<file path="src/rtl/dda_pkg.sv">
package dda_pkg;

  localparam int COORD_BITS    = 16;
  localparam int DEF_FRAC_BITS = 16;
  localparam int REG_W         = 13;
  localparam int ADDR_W        = 24;
  localparam int COLOR_W       = 32;
  localparam int CFG_ADDR_W    = 3;
  localparam int CFG_DATA_W    = 32;

  localparam logic [REG_W-1:0] WIDTH_RESET  = 13'd800;
  localparam logic [REG_W-1:0] HEIGHT_RESET = 13'd600;

  // Command codes carried in the command field.
  localparam logic CMD_START   = 1'b0;
  localparam logic CMD_ADVANCE = 1'b1;

  // Register indexes, taken from the word address.
  localparam logic REG_IDX_WIDTH  = 1'b0;
  localparam logic REG_IDX_HEIGHT = 1'b1;

  typedef struct packed {
    logic                          command;
    logic signed [COORD_BITS-1:0]  start_x;
    logic signed [COORD_BITS-1:0]  start_y;
    logic signed [COORD_BITS-1:0]  end_x;
    logic signed [COORD_BITS-1:0]  end_y;
    logic        [COLOR_W-1:0]     pen_color;
  } dda_in_t;

  typedef struct packed {
    logic signed [COORD_BITS-1:0]  pixel_x;
    logic signed [COORD_BITS-1:0]  pixel_y;
    logic        [ADDR_W-1:0]      pixel_address;
    logic                          write_enable;
    logic        [COLOR_W-1:0]     pixel_color;
    logic                          last_pixel;
  } dda_out_t;

  typedef enum logic [1:0] {
    ST_IDLE,
    ST_DIV,
    ST_PIX
  } dda_state_t;

  // Commands from the sequencer to the pixel stepper.
  typedef struct packed {
    logic load_line;
    logic load_steps;
    logic advance;
  } dda_step_cmd_t;

  // Launch of one serial increment divider.
  typedef struct packed {
    logic                  load;
    logic                  neg;
    logic [COORD_BITS-1:0] mag;
    logic [COORD_BITS-1:0] span;
  } dda_div_cmd_t;

endpackage

</file>
<file path="src/rtl/dda_divider.sv">
module dda_divider #(
  parameter int FRAC_BITS = dda_pkg::DEF_FRAC_BITS
) (
  input  logic                        clk,
  input  logic                        rst_n,
  input  dda_pkg::dda_div_cmd_t       cmd_i,
  output logic                        done_o,
  output logic signed [FRAC_BITS+1:0] step_o
);
  import dda_pkg::*;

  localparam int MAG_W = COORD_BITS;
  localparam int Q_W   = FRAC_BITS + 2;
  localparam int ITER  = FRAC_BITS + 2;
  localparam int CNT_W = $clog2(ITER + 1);

  logic             busy_r;
  logic             done_r;
  logic             first_r;
  logic             neg_r;
  logic             zero_r;
  logic [MAG_W-1:0] rem_r;
  logic [MAG_W-1:0] rem_nxt;
  logic [MAG_W-1:0] span_r;
  logic [Q_W-1:0]   quo_r;
  logic [CNT_W-1:0] cnt_r;

  logic [MAG_W:0]   trial;
  logic [MAG_W:0]   diff;
  logic             qbit;
  logic [Q_W:0]     rounded;
  logic [Q_W-1:0]   mag_q;

  // One quotient bit per cycle. The first bit is the integer bit and uses the
  // remainder unshifted, since the magnitude may equal the span.
  always_comb begin
    trial   = first_r ? {1'b0, rem_r} : {rem_r, 1'b0};
    diff    = trial - {1'b0, span_r};
    qbit    = (trial >= {1'b0, span_r});
    rem_nxt = qbit ? diff[MAG_W-1:0] : trial[MAG_W-1:0];
    // The quotient holds one extra fraction bit; adding one and dropping it
    // rounds half away from zero on the magnitude.
    rounded = {1'b0, quo_r} + (Q_W+1)'(1);
    mag_q   = rounded[Q_W:1];
    if (zero_r) begin
      step_o = '0;
    end else if (neg_r) begin
      step_o = -$signed(mag_q);
    end else begin
      step_o = $signed(mag_q);
    end
  end

  assign done_o = done_r;

  always_ff @(posedge clk) begin
    if (!rst_n) begin
      busy_r <= 1'b0;
      done_r <= 1'b0;
      cnt_r  <= '0;
    end else begin
      done_r <= 1'b0;
      if (cmd_i.load) begin
        busy_r <= 1'b1;
        cnt_r  <= CNT_W'(ITER);
      end else if (busy_r) begin
        cnt_r <= cnt_r - CNT_W'(1);
        if (cnt_r == CNT_W'(1)) begin
          busy_r <= 1'b0;
          done_r <= 1'b1;
        end
      end
    end
  end

  always_ff @(posedge clk) begin
    if (cmd_i.load) begin
      rem_r   <= cmd_i.mag;
      span_r  <= cmd_i.span;
      neg_r   <= cmd_i.neg;
      zero_r  <= (cmd_i.span == '0);
      first_r <= 1'b1;
      quo_r   <= '0;
    end else if (busy_r) begin
      rem_r   <= rem_nxt;
      first_r <= 1'b0;
      quo_r   <= {quo_r[Q_W-2:0], qbit};
    end
  end

  a_rem_below_span: assert property (@(posedge clk) disable iff (!rst_n)
    busy_r && !first_r && !zero_r |-> rem_r < span_r)
    else $error("divider remainder reached the span");

  a_step_bound: assert property (@(posedge clk) disable iff (!rst_n)
    done_r && !zero_r |-> mag_q <= (Q_W'(1) << FRAC_BITS))
    else $error("increment magnitude above one pixel");

endmodule

</file>
<file path="src/rtl/dda_stepper.sv">
module dda_stepper #(
  parameter int FRAC_BITS = dda_pkg::DEF_FRAC_BITS
) (
  input  logic                               clk,
  input  logic                               rst_n,
  input  dda_pkg::dda_step_cmd_t             cmd_i,
  input  dda_pkg::dda_in_t                   line_i,
  input  logic [dda_pkg::COORD_BITS-1:0]     span_i,
  input  logic signed [FRAC_BITS+1:0]        step_x_i,
  input  logic signed [FRAC_BITS+1:0]        step_y_i,
  input  logic [dda_pkg::REG_W-1:0]          width_i,
  input  logic [dda_pkg::REG_W-1:0]          height_i,
  output logic                               has_pixels_o,
  output dda_pkg::dda_out_t                  result_o
);
  import dda_pkg::*;

  localparam int STEP_W = FRAC_BITS + 2;
  localparam int POS_W  = COORD_BITS + 1 + FRAC_BITS;
  localparam int RND_W  = POS_W + 1 - FRAC_BITS;
  localparam int LEFT_W = COORD_BITS + 1;
  localparam int PROD_W = 2 * REG_W + 1;

  localparam logic [POS_W-1:0] HALF =
    {{(POS_W-FRAC_BITS){1'b0}}, 1'b1, {(FRAC_BITS-1){1'b0}}};

  logic signed [POS_W-1:0]  pos_x_r;
  logic signed [POS_W-1:0]  pos_y_r;
  logic signed [STEP_W-1:0] step_x_r;
  logic signed [STEP_W-1:0] step_y_r;
  logic [LEFT_W-1:0]        left_r;
  logic [COLOR_W-1:0]       color_r;
  logic signed [RND_W-1:0]  px_r;
  logic signed [RND_W-1:0]  py_r;
  logic                     inside_r;
  logic                     last_r;

  logic signed [RND_W-1:0]  rx;
  logic signed [RND_W-1:0]  ry;
  logic                     in_screen;
  logic [PROD_W-1:0]        addr_sum;

  // Round to nearest, halves away from zero: a negative value takes one less
  // than half before the floor.
  function automatic logic signed [RND_W-1:0] round_pos(input logic [POS_W-1:0] p);
    logic [POS_W:0] s;
    begin
      s = {p[POS_W-1], p} + {1'b0, HALF} - {{POS_W{1'b0}}, p[POS_W-1]};
      return s[POS_W:FRAC_BITS];
    end
  endfunction

  always_comb begin
    rx = round_pos(pos_x_r);
    ry = round_pos(pos_y_r);
    in_screen = !rx[RND_W-1] && ($unsigned(rx) < {{(RND_W-REG_W){1'b0}}, width_i}) &&
                !ry[RND_W-1] && ($unsigned(ry) < {{(RND_W-REG_W){1'b0}}, height_i});
  end

  // The address stage of a pixel forms the frame-buffer address. Inside the
  // screen both coordinates fit the register width.
  always_comb begin
    addr_sum = PROD_W'(py_r[REG_W-1:0]) * PROD_W'(width_i) + PROD_W'(px_r[REG_W-1:0]);
    result_o.pixel_x       = px_r[COORD_BITS-1:0];
    result_o.pixel_y       = py_r[COORD_BITS-1:0];
    result_o.pixel_address = inside_r ? addr_sum[ADDR_W-1:0] : '0;
    result_o.write_enable  = inside_r;
    result_o.pixel_color   = color_r;
    result_o.last_pixel    = last_r;
  end

  assign has_pixels_o = (left_r != '0);

  always_ff @(posedge clk) begin
    if (!rst_n) begin
      left_r <= '0;
    end else if (cmd_i.load_line) begin
      left_r <= {1'b0, span_i} + LEFT_W'(1);
    end else if (cmd_i.advance) begin
      left_r <= left_r - LEFT_W'(1);
    end
  end

  always_ff @(posedge clk) begin
    if (cmd_i.load_line) begin
      pos_x_r <= {line_i.start_x[COORD_BITS-1], line_i.start_x, {FRAC_BITS{1'b0}}};
      pos_y_r <= {line_i.start_y[COORD_BITS-1], line_i.start_y, {FRAC_BITS{1'b0}}};
      color_r <= line_i.pen_color;
    end else if (cmd_i.advance) begin
      pos_x_r  <= pos_x_r + POS_W'(step_x_r);
      pos_y_r  <= pos_y_r + POS_W'(step_y_r);
      px_r     <= rx;
      py_r     <= ry;
      inside_r <= in_screen;
      last_r   <= (left_r == LEFT_W'(1));
    end
    if (cmd_i.load_steps) begin
      step_x_r <= step_x_i;
      step_y_r <= step_y_i;
    end
  end

  a_advance_has_pixels: assert property (@(posedge clk) disable iff (!rst_n)
    cmd_i.advance |-> left_r != '0)
    else $error("advance issued with no pixels left");

  a_load_count: assert property (@(posedge clk) disable iff (!rst_n)
    cmd_i.load_line |=> left_r != '0)
    else $error("new line loaded with an empty pixel count");

endmodule

</file>
<file path="src/rtl/dda_line_rasterizer_top.sv">
// Channel  | Valid     | Stall     | Payload             | Beat taken when
// ---------+-----------+-----------+---------------------+-------------------------------
// input    | in_valid  | in_stall  | in_data  (dda_in_t) | in_valid high, in_stall low
// output   | out_valid | out_stall | out_data (dda_out_t)| out_valid high, out_stall low
// config   | psel      | pready    | paddr/pwdata/prdata | psel, penable, pwrite, pready
//
// A start beat launches the two axis dividers, which each produce one
// quotient bit per cycle; the increments are then loaded into the stepper.
// An advance beat that yields a pixel is rounded and clipped first, then the
// row times width multiply-add forms the address in the address stage.
// An advance beat with no pixels left yields nothing.
// Reset (rst_n low, synchronous) empties the line and restores the screen
// size to 800 by 600. A stalled output holds its beat while the next input
// beat is taken; a second pixel then waits in the address stage.
module dda_line_rasterizer_top #(
  parameter int FRAC_BITS = dda_pkg::DEF_FRAC_BITS
) (
  input  logic                            clk,
  input  logic                            rst_n,
  input  logic                            in_valid,
  output logic                            in_stall,
  input  dda_pkg::dda_in_t                in_data,
  output logic                            out_valid,
  input  logic                            out_stall,
  output dda_pkg::dda_out_t               out_data,
  input  logic                            psel,
  input  logic                            penable,
  input  logic                            pwrite,
  input  logic [dda_pkg::CFG_ADDR_W-1:0]  paddr,
  input  logic [dda_pkg::CFG_DATA_W-1:0]  pwdata,
  output logic [dda_pkg::CFG_DATA_W-1:0]  prdata,
  output logic                            pready
);
  import dda_pkg::*;

  localparam int STEP_W = FRAC_BITS + 2;
  localparam int DIFF_W = COORD_BITS + 1;

  dda_state_t          state_r;
  dda_state_t          state_nxt;
  logic [REG_W-1:0]    width_r;
  logic [REG_W-1:0]    height_r;
  logic                out_valid_r;
  dda_out_t            out_data_r;

  logic                in_accept;
  logic                start_beat;
  logic                load_out;
  logic                cfg_write;
  logic                cfg_idx;

  logic [DIFF_W-1:0]     dx;
  logic [DIFF_W-1:0]     dy;
  logic [DIFF_W-1:0]     ax_full;
  logic [DIFF_W-1:0]     ay_full;
  logic [COORD_BITS-1:0] ax;
  logic [COORD_BITS-1:0] ay;
  logic [COORD_BITS-1:0] span;

  dda_div_cmd_t          div_x_cmd;
  dda_div_cmd_t          div_y_cmd;
  logic                  div_x_done;
  logic                  div_y_done;
  logic signed [STEP_W-1:0] step_x;
  logic signed [STEP_W-1:0] step_y;

  dda_step_cmd_t         step_cmd;
  logic                  has_pixels;
  dda_out_t              result;

  assign in_stall   = (state_r != ST_IDLE);
  assign in_accept  = in_valid && !in_stall;
  assign start_beat = in_accept && (in_data.command == CMD_START);

  // Deltas are one bit wider than the coordinates; their magnitudes fit the
  // coordinate width again, and the larger one is the span.
  always_comb begin
    dx      = {in_data.end_x[COORD_BITS-1], in_data.end_x} -
              {in_data.start_x[COORD_BITS-1], in_data.start_x};
    dy      = {in_data.end_y[COORD_BITS-1], in_data.end_y} -
              {in_data.start_y[COORD_BITS-1], in_data.start_y};
    ax_full = dx[DIFF_W-1] ? -dx : dx;
    ay_full = dy[DIFF_W-1] ? -dy : dy;
    ax      = ax_full[COORD_BITS-1:0];
    ay      = ay_full[COORD_BITS-1:0];
    span    = (ax >= ay) ? ax : ay;

    div_x_cmd.load = start_beat;
    div_x_cmd.neg  = dx[DIFF_W-1];
    div_x_cmd.mag  = ax;
    div_x_cmd.span = span;
    div_y_cmd.load = start_beat;
    div_y_cmd.neg  = dy[DIFF_W-1];
    div_y_cmd.mag  = ay;
    div_y_cmd.span = span;
  end

  dda_divider #(.FRAC_BITS(FRAC_BITS)) u_div_x (
    .clk    (clk),
    .rst_n  (rst_n),
    .cmd_i  (div_x_cmd),
    .done_o (div_x_done),
    .step_o (step_x)
  );

  dda_divider #(.FRAC_BITS(FRAC_BITS)) u_div_y (
    .clk    (clk),
    .rst_n  (rst_n),
    .cmd_i  (div_y_cmd),
    .done_o (div_y_done),
    .step_o (step_y)
  );

  dda_stepper #(.FRAC_BITS(FRAC_BITS)) u_stepper (
    .clk          (clk),
    .rst_n        (rst_n),
    .cmd_i        (step_cmd),
    .line_i       (in_data),
    .span_i       (span),
    .step_x_i     (step_x),
    .step_y_i     (step_y),
    .width_i      (width_r),
    .height_i     (height_r),
    .has_pixels_o (has_pixels),
    .result_o     (result)
  );

  // Sequencer. A start launches both dividers and waits for the increments;
  // an advance with pixels left goes through the address stage, which hands
  // its pixel to the output register as soon as that register is free.
  always_ff @(posedge clk) begin
    if (!rst_n) begin
      state_r <= ST_IDLE;
    end else begin
      state_r <= state_nxt;
    end
  end

  always_comb begin
    state_nxt = state_r;
    step_cmd  = '0;
    load_out  = 1'b0;
    case (state_r)
      ST_IDLE: begin
        if (in_accept) begin
          if (in_data.command == CMD_START) begin
            step_cmd.load_line = 1'b1;
            state_nxt          = ST_DIV;
          end else if (has_pixels) begin
            step_cmd.advance = 1'b1;
            state_nxt        = ST_PIX;
          end
        end
      end
      ST_DIV: begin
        if (div_x_done && div_y_done) begin
          step_cmd.load_steps = 1'b1;
          state_nxt           = ST_IDLE;
        end
      end
      ST_PIX: begin
        if (!out_valid_r || !out_stall) begin
          load_out  = 1'b1;
          state_nxt = ST_IDLE;
        end
      end
      default: begin
        state_nxt = ST_IDLE;
      end
    endcase
  end

  // Output register: it holds a finished pixel so that the input side can
  // go on while the consumer stalls.
  always_ff @(posedge clk) begin
    if (!rst_n) begin
      out_valid_r <= 1'b0;
    end else if (load_out) begin
      out_valid_r <= 1'b1;
    end else if (!out_stall) begin
      out_valid_r <= 1'b0;
    end
  end

  always_ff @(posedge clk) begin
    if (load_out) begin
      out_data_r <= result;
    end
  end

  assign out_valid = out_valid_r;
  assign out_data  = out_data_r;

  // Register port. The word address picks the register; reads are always
  // available with no wait states.
  assign cfg_write = psel && penable && pwrite && pready;
  assign cfg_idx   = paddr[CFG_ADDR_W-1];
  assign pready    = 1'b1;

  always_ff @(posedge clk) begin
    if (!rst_n) begin
      width_r  <= WIDTH_RESET;
      height_r <= HEIGHT_RESET;
    end else if (cfg_write) begin
      case (cfg_idx)
        REG_IDX_WIDTH:  width_r  <= pwdata[REG_W-1:0];
        REG_IDX_HEIGHT: height_r <= pwdata[REG_W-1:0];
        default: begin
        end
      endcase
    end
  end

  always_comb begin
    case (cfg_idx)
      REG_IDX_WIDTH:  prdata = {{(CFG_DATA_W-REG_W){1'b0}}, width_r};
      REG_IDX_HEIGHT: prdata = {{(CFG_DATA_W-REG_W){1'b0}}, height_r};
      default:        prdata = '0;
    endcase
  end

  a_start_busy: assert property (@(posedge clk) disable iff (!rst_n)
    start_beat |=> in_stall)
    else $error("start beat did not hold off the input while dividing");

  a_clipped_addr: assert property (@(posedge clk) disable iff (!rst_n)
    out_valid && !out_data.write_enable |-> out_data.pixel_address == '0)
    else $error("clipped pixel carries a nonzero address");

endmodule
</file>
<file path="config.mk">
export PLATFORM = sky130hd
export DESIGN_NAME = dda_line_rasterizer_top
export DESIGN_NICKNAME = d
export VERILOG_FILES = /design/src/rtl/dda_pkg.sv /design/src/rtl/dda_divider.sv /design/src/rtl/dda_stepper.sv /design/src/rtl/dda_line_rasterizer_top.sv
export SDC_FILE = /design/constraint.sdc
export NUM_CORES = 1
export LEC_CHECK = 0
export BUFFER_PORTS_ARGS = -buffer_cell sky130_fd_sc_hd__buf_2
export CAP_MARGIN = 5
export CORE_ASPECT_RATIO = 0.8
export CORE_MARGIN = 2
export CORE_UTILIZATION = 56
export DETAILED_ROUTE_END_ITERATION = 6
export GPL_TIMING_DRIVEN = 0
export PLACE_DENSITY = 0.77
export RECOVER_POWER = 100
export SETUP_SLACK_MARGIN = 0.2
export SYNTH_ARGS = -nofsm -noshare
export SYNTH_HDL_FRONTEND = slang
export SYNTH_HIERARCHICAL = 1
export SYNTH_SLANG_ARGS = --single-unit
</file>
<file path="constraint.sdc">
create_clock -name clk -period 5.8 [get_ports clk]
set_input_delay 0.29 -clock clk [delete_from_list [all_inputs] [get_ports clk]]
set_output_delay 0.29 -clock clk [all_outputs]
set_load 0.01 [all_outputs]
</file>
==> results of run 1 <==
==> cells in the final DEF, fill, tap and decap left out, drive strengths merged, types with 55 or more instances in the layout <==
master,Yosys,routed
and2,117,117
xnor2,162,162
a21o,99,99
mux2,55,55
mux2i,71,71
xor2,107,107
buf,69,355
edfxtp,294,294
nand3,74,74
a21oi,218,218
o21ai,139,139
clkbuf,89,150
dfxtp,130,130
ha,324,324
nor2,257,257
fa,135,135
nand2,312,312
nor3,58,58
inv,393,394
==> power breakdown <==
part,total (W),internal (W),switching (W)
clock,0.00290,0.00164,0.00126
combinational,0.00996,0.00437,0.00559
sequential,0.00424,0.00391,0.000327
==> final cells by class <==
type | count | area (sq um) | share of cell area
Multi-Input combinational cell | 2722 | 21800 | 0.539
Timing Repair Buffer | 337 | 2200 | 0.0545
Clock buffer | 59 | 1270 | 0.0315
Inverter | 397 | 1490 | 0.0369
Sequential cell | 424 | 11500 | 0.283
Clock inverter | 26 | 204 | 0.00504
Tap cell | 830 | 1040 | 0.0257
Buffer | 158 | 958 | 0.0237
==> worst max-delay path: cells and delay by family (launching register included) <==
family                     cells  cell delay (ps)
and+or+nand+nor                2              300
DFF                            1              400
buffers and inverters          7              470
AOI/OAI and AO/OA              7             1630
adders and majority gates      7             3230
xor gates and xnor gates       1              160
==> what timing repair did <==
action	in CTS	in global routing
hold buffers	49	0
setup endpoints to repair	33	23
hold endpoints to repair	62	0
resized for setup	95	82
setup buffers	38	19
pin swaps	31	38
==> per-layer routing <==
layer	routed length, um	vias to the layer above
li1	-	13700
met1	39700	13500
met2	41600	1065
met3	6570	169
met4	2990	0
met5	0	-
==> kinds of logic (layout without fill, tap and decap cells) <==
family,Yosys count,count (layout),share of synthesized area
AOI/OAI and AO/OA,769,769,0.149
buffers and inverters,555,977,0.0651
muxes,126,126,0.0384
xor gates and xnor gates,269,269,0.0681
adders and majority gates,459,459,0.195
DFF,424,424,0.329
and+or+nand+nor,1079,1079,0.156
other,2,20,0.000216
==> sequential cells by signal (all words and copies together) (netlist names), 2 cells and up <==
signal	cells
height_r	13
u_stepper/py_r	16
u_stepper/left_r	17
out_data	90
u_stepper/color_r	32
u_div_y/rem_r	16
u_div_x/cnt_r	5
u_stepper/step_x_r	18
u_div_x/span_r	16
u_stepper/pos_y_r	33
u_div_y/span_r	16
u_div_x/quo_r	18
state_r	2
width_r	13
u_div_y/cnt_r	5
u_stepper/step_y_r	18
u_div_x/rem_r	16
u_div_y/quo_r	18
u_stepper/px_r	16
u_stepper/pos_x_r	33
==> metrics by stage <==
stage	util	std cells
final	0.661	4953
after global routing	0.661	4953
after CTS	0.652	4934
after detailed placement	0.610	4762
after global placement	0.606	4752
after floorplan	-	3701
==> path summary, 6_finish.rpt <==
path / to / cells after the start
setup / recovery: out_data[57] / 24
hold / removal: u_stepper/pos_y_r[20] / 3
setup reg to reg: out_data[57] / 24
hold reg to reg: out_data[27] / 0
==> metrics.txt, run 1 <==
height of the die between 200 and 250 um; area share of the largest cell type after synthesis 0.254; insertion delay of the later-clocked pin in the worst-skew pair ~600 ps; Setup CP Type flip-flop to flip-flop; ports placed on the boundary ~260; average instance area after synthesis about 9.4 sq um; failing checks negative setup slack; largest net degree at the start of global routing 43; Std-Cell Rows 81; Post-DP HPWL roughly 69000 um; highest-utilization routing layer at the global route stage met2; cell count after synthesis between 3000 and 4000; max-capacitance violation count 0; top flip-flop cell by instance count after synthesis edfxtp_1; level count of the clock H-tree 2; top area cells in the synthesized netlist edfxtp_1 (25%), ha_1 (12%), fa_1 (7.8%); Total Wirelength 90800 um; Max Clock Skew ~21 ps; Setup TNS Final -3280 ps; Antenna Nets Post-Route 0; cells along the critical path clkbuf_8 -> and2_4 -> fa_1 -> inv_2 -> fa_1 -> inv_2 -> fa_1 -> inv_1 -> fa_1 -> inv_1 -> fa_1 -> inv_1 -> fa_1 -> inv_2 -> ha_4 -> a2111o_1 -> o21ai_2 -> a31oi_2 -> a211o_1 -> a21o_1 -> a21oi_2 -> o21ai_2 -> xnor2_2 -> and2_1; gr ovfl total 0; final number of hold-violating endpoints 0; routed vias/inst ~5.7; die outline area approximately 64000 sq um; initial cell density of the core 0.567; wire length per cell after detailed routing between 15 and 20 um; DP Area around 37000 sq um; most common cell in the netlist inv_1; filler cell count in the final layout a little under 5000; leakage power total 17.7 nW; first-pass GRT wire length about 140000 um; worst-margin pin slew approximately 1100 ps; fraction of synthesis flops using an asynchronous set or reset pin 0; status finished with violations; overall power consumption roughly 0.017 W; global-route total usage across every layer 0.277; critical path startpoint u_stepper/py_r[7]; sequential fraction of the synthesis area 0.329; number of DRC violations after detailed routing 0; min Tclk post-route 6440 ps; Synth warnings 6; Die Width about 280 um; final cell area excluding filler cells slightly above 40000 sq um; number of buffers added by the clock tree synthesis step 47; power density relative to cell area ~420 nW/um^2; number of max-slew violations in the final report 0; fraction of met1 tracks used by global routing 0.382; post-synthesis register bit count 424; Worst Setup Slack, final -640 ps; WP data required 6140 ps; setup slack on the worst flop-to-flop path -640 ps; Slew Limit Headroom 0.240; initial detailed-routing violation count about 2300; number of library cell types mapped by synthesis 117; count of port buffers added during placement around 220; layout cells sized above 1 0.161; number of detailed-route iterations in the first pass 5; clock slew seen by the registers of the worst setup and hold paths around 60 ps; Core ar. slightly above 60000 sq um; unrepaired setup endpoints after global routing yes; signed area change from the synthesized netlist to the final layout 16.4%; CP max stage delay approximately 540 ps; Critical Path AT approximately 6800 ps; Worst Min Path Start in_data[68]; met3 layer usage reported by global route 0.0378; slowest library cell on the worst path fa_1; clock sink count about 420; total number of vias between 20000 and 30000; initial antenna violation count 0; final weighted congestion in routability-driven placement around 0.95; layout net count about 4700; pre-CTS WS -1120 ps; cell area after synthesis around 35000 sq um; worst-case hold slack between 15 and 20 ps; reg-to-reg critical path startpoint u_stepper/py_r[7]; peak clock frequency supported by timing approximately 160 MHz; Critical Path Source Type flip-flop; top fanout value on the critical path 4; number of failing setup endpoints in the final timing report 10; Worst IR Drop VDD about 0.34 mV; period utilisation layout 1.11; post-synthesis cell type with the largest combined area edfxtp_1; ANT cells 0; most frequent cell on the critical path fa_1; via count of the first global-routing pass 26800; CTS tree yes; buffer levels on the longest clock path 3; clock tree root driver cell clkbuf_16; category of the worst setup path capture point flip-flop; Tightest Hold Check Type input port to flip-flop; number of enable flip-flop cells after synthesis 294; top post-synthesis cells by count inv_1 (393), ha_1 (324), nand2_1 (311); met2 layer usage reported by global route 0.446
No activity file was read; power rests on OpenSTA's default activity.
==> run 2: changes to the inputs <==
--- a/config.mk
+++ b/config.mk
@@ -7,7 +7,7 @@
 export LEC_CHECK = 0
 export BUFFER_PORTS_ARGS = -buffer_cell sky130_fd_sc_hd__buf_2
 export CAP_MARGIN = 5
-export CORE_ASPECT_RATIO = 0.8
+export CORE_ASPECT_RATIO = 0.7
 export CORE_MARGIN = 2
 export CORE_UTILIZATION = 56
 export DETAILED_ROUTE_END_ITERATION = 6
==> run 2 against run 1 <==
  * Critical endpoint unchanged
  * Total power increased by 1.7%
  * Clock skew increased by 27 ps
  * The run ends with max-capacitance violations, max-slew violations, negative setup slack left
  * Critical path depth decreased by 3
  * Worst hold slack got worse by 7.6 ps
==> metrics.txt, run 2 (synthesis results as in run 1) <==
leakage power total 17.4 nW (-1.7%); Critical Path AT 6780 ps (about the same); via count of the first global-routing pass 27400 (+2.1%); Tightest Hold Check Type input port to flip-flop; Critical Path Source Type flip-flop; routed vias/inst 5.80 (+1.3%); leading cell type in the layout, fill and taps excluded inv_1; Antenna Nets Post-Route 0 (unchanged); largest net degree at the start of global routing 43 (unchanged); max-capacitance violation count 6 (+6); layout cells sized above 1 0.131 (-0.0299); filler cell count in the final layout 5031 (+3.6%); number of detailed-route iterations in the first pass 6 (+1); post-layout utilization of the core 0.654 (-0.00643); critical path startpoint u_stepper/py_r[2]; buffer levels on the longest clock path 3 (unchanged); initial antenna violation count 3 (+3); top fanout value on the critical path 10 (+6); number of failing setup endpoints in the final timing report 36 (+26); level count of the clock H-tree 2 (unchanged); Top delay family on crit path adder cells; die outline area 64100 sq um (about the same); number of max-slew violations in the final report 192 (+192); layout net count 4695 (+0.21%); failing checks max-capacitance violations, max-slew violations, negative setup slack; power density relative to cell area 433 nW/um^2 (+2.3%); cells along the critical path clkbuf_1 -> nand2_1 -> fa_1 -> fa_1 -> inv_1 -> fa_1 -> fa_1 -> fa_1 -> inv_1 -> fa_1 -> inv_1 -> ha_4 -> or3_1 -> o21ai_0 -> a31oi_2 -> a211o_1 -> a21o_1 -> a21oi_2 -> o21ai_1 -> xnor2_2 -> and2_1; signed area change from the synthesized netlist to the final layout 15.7%; Total Wirelength 96100 um (+5.8%); Slew Limit Headroom -0.275 (-0.515); ports placed on the boundary 264 (unchanged); peak clock frequency supported by timing 156 MHz (+0.42%); most frequent cells in the layout inv_1 (378), ha_1 (311), nand2_1 (308); final cell area excluding filler cells 40200 sq um (-0.63%); status finished with violations; gr ovfl total 0 (unchanged); Buf/Inv on CP 4 (-3); height of the die 212 um (-6.3%); slowest library cell on the worst path fa_1; most frequent cell on the critical path fa_1; clock slew seen by the registers of the worst setup and hold paths 70 ps (about the same); CTS tree yes; period utilisation layout 1.11 (-0.00465); Max Clock Skew 48.1 ps (+27.3 ps); total number of vias 28700 (+1.3%); first-pass GRT wire length 149000 um (+5.7%); initial detailed-routing violation count 2701 (+20%); worst-margin pin slew 1910 ps (+773 ps); clock sink count 424 (unchanged); clock tree root driver cell clkbuf_16; global-route total usage across every layer 0.295 (+0.0181); number of DRC violations after detailed routing 0 (unchanged); Worst Setup Slack, final -614 ps (+26.9 ps); unrepaired setup endpoints after global routing yes; WP data required 6170 ps (+30 ps); Core ar. 61400 sq um (+0.35%); Post-DP HPWL 71900 um (+4.8%); number of buffers added by the clock tree synthesis step 47 (unchanged); Die Width 302 um (+6.8%); final number of hold-violating endpoints 0 (unchanged); count of port buffers added during placement 221 (unchanged); reg-to-reg critical path startpoint u_stepper/py_r[2]; final weighted congestion in routability-driven placement 0.971 (+1.7%); CP max stage delay 560 ps (+20 ps); Std-Cell Rows 76 (-6.2%); DP Area 37300 sq um (about the same); Worst Min Path Start out_stall; insertion delay of the later-clocked pin in the worst-skew pair 610 ps (about the same); category of the worst setup path capture point flip-flop; initial cell density of the core 0.565 (-0.00199); wire length per cell after detailed routing 19.4 um (+5.8%); min Tclk post-route 6410 ps (-26.9 ps); Worst IR Drop VDD 0.640 mV (+89%); Largest register FFs 90 (unchanged); Setup CP Type flip-flop to flip-flop
==> run 2: final cells by class <==
class	instances	area [sq um]	area share
diodes	2	5.00	0.000125
plain buffers	158	955	0.0238
clock buffers	60	1360	0.0339
clock inverters	26	248	0.00616
inverters	397	1500	0.0372
multi-input cells	2722	21600	0.537
flip-flops and latches	424	11500	0.285
well taps	819	1020	0.0255
repair buffers	347	2050	0.0511
==> run 2: per-stage QoR <==
stage / std cells / hold WS (ps) / TNS [ps] / power, W / setup WS (ps)
floorplan: 3701 / 389 / -163 / 0.0111 / -156
global placement: 4741 / 400 / -358000 / 0.0129 / -2200
detailed placement: 4750 / 405 / -21020 / 0.0131 / -1210
CTS: 4923 / 3.54 / -1440 / 0.0168 / -495
global route: 4953 / 18.2 / -18490 / 0.0186 / -744
finish: 4955 / 11.7 / -6000 / 0.0174 / -614
==> run 2: worst min-delay path: cells and delay by family <==
kind / cells / cell delay [ps]
compound gates: 1 / 60
buf+inv: 1 / 130
simple gates: 1 / 60
==> run 2: per-layer routing <==
metal  global-route usage  up-vias  routed length, um
met5                    0        -                  0
met1                0.410    13600              42000
li1                     -    13700                  -
met4               0.0953        0               3340
met3               0.0705      223               8950
met2                0.454     1198              41700
==> run 2: final timing paths <==
check | end | cells after the start | slack, ps
setup / recovery | out_data[57] | 21 | -610
hold reg to reg | out_data[27] | 0 | 420
hold / removal | out_valid | 3 | 10
setup reg to reg | out_data[57] | 21 | -610
==> run 2: report_power, final <==
group	switching, W	leakage, nW	internal (W)
Sequential	0.000333	3.81	0.00392
Combinational	0.00569	12.8	0.00431
Clock	0.00130	0.774	0.00184
Total	0.00733	17.4	0.0101
==> run 2: what timing repair did <==
item | CTS | global route
setup buffers | 40 | 30
gates cloned | 0 | 0
hold buffers | 47 | 0
endpoints found under the setup margin | 33 | 32
pin swaps | 54 | 49
gates resized for setup | 121 | 69
hold endpoints to repair | 60 | 0
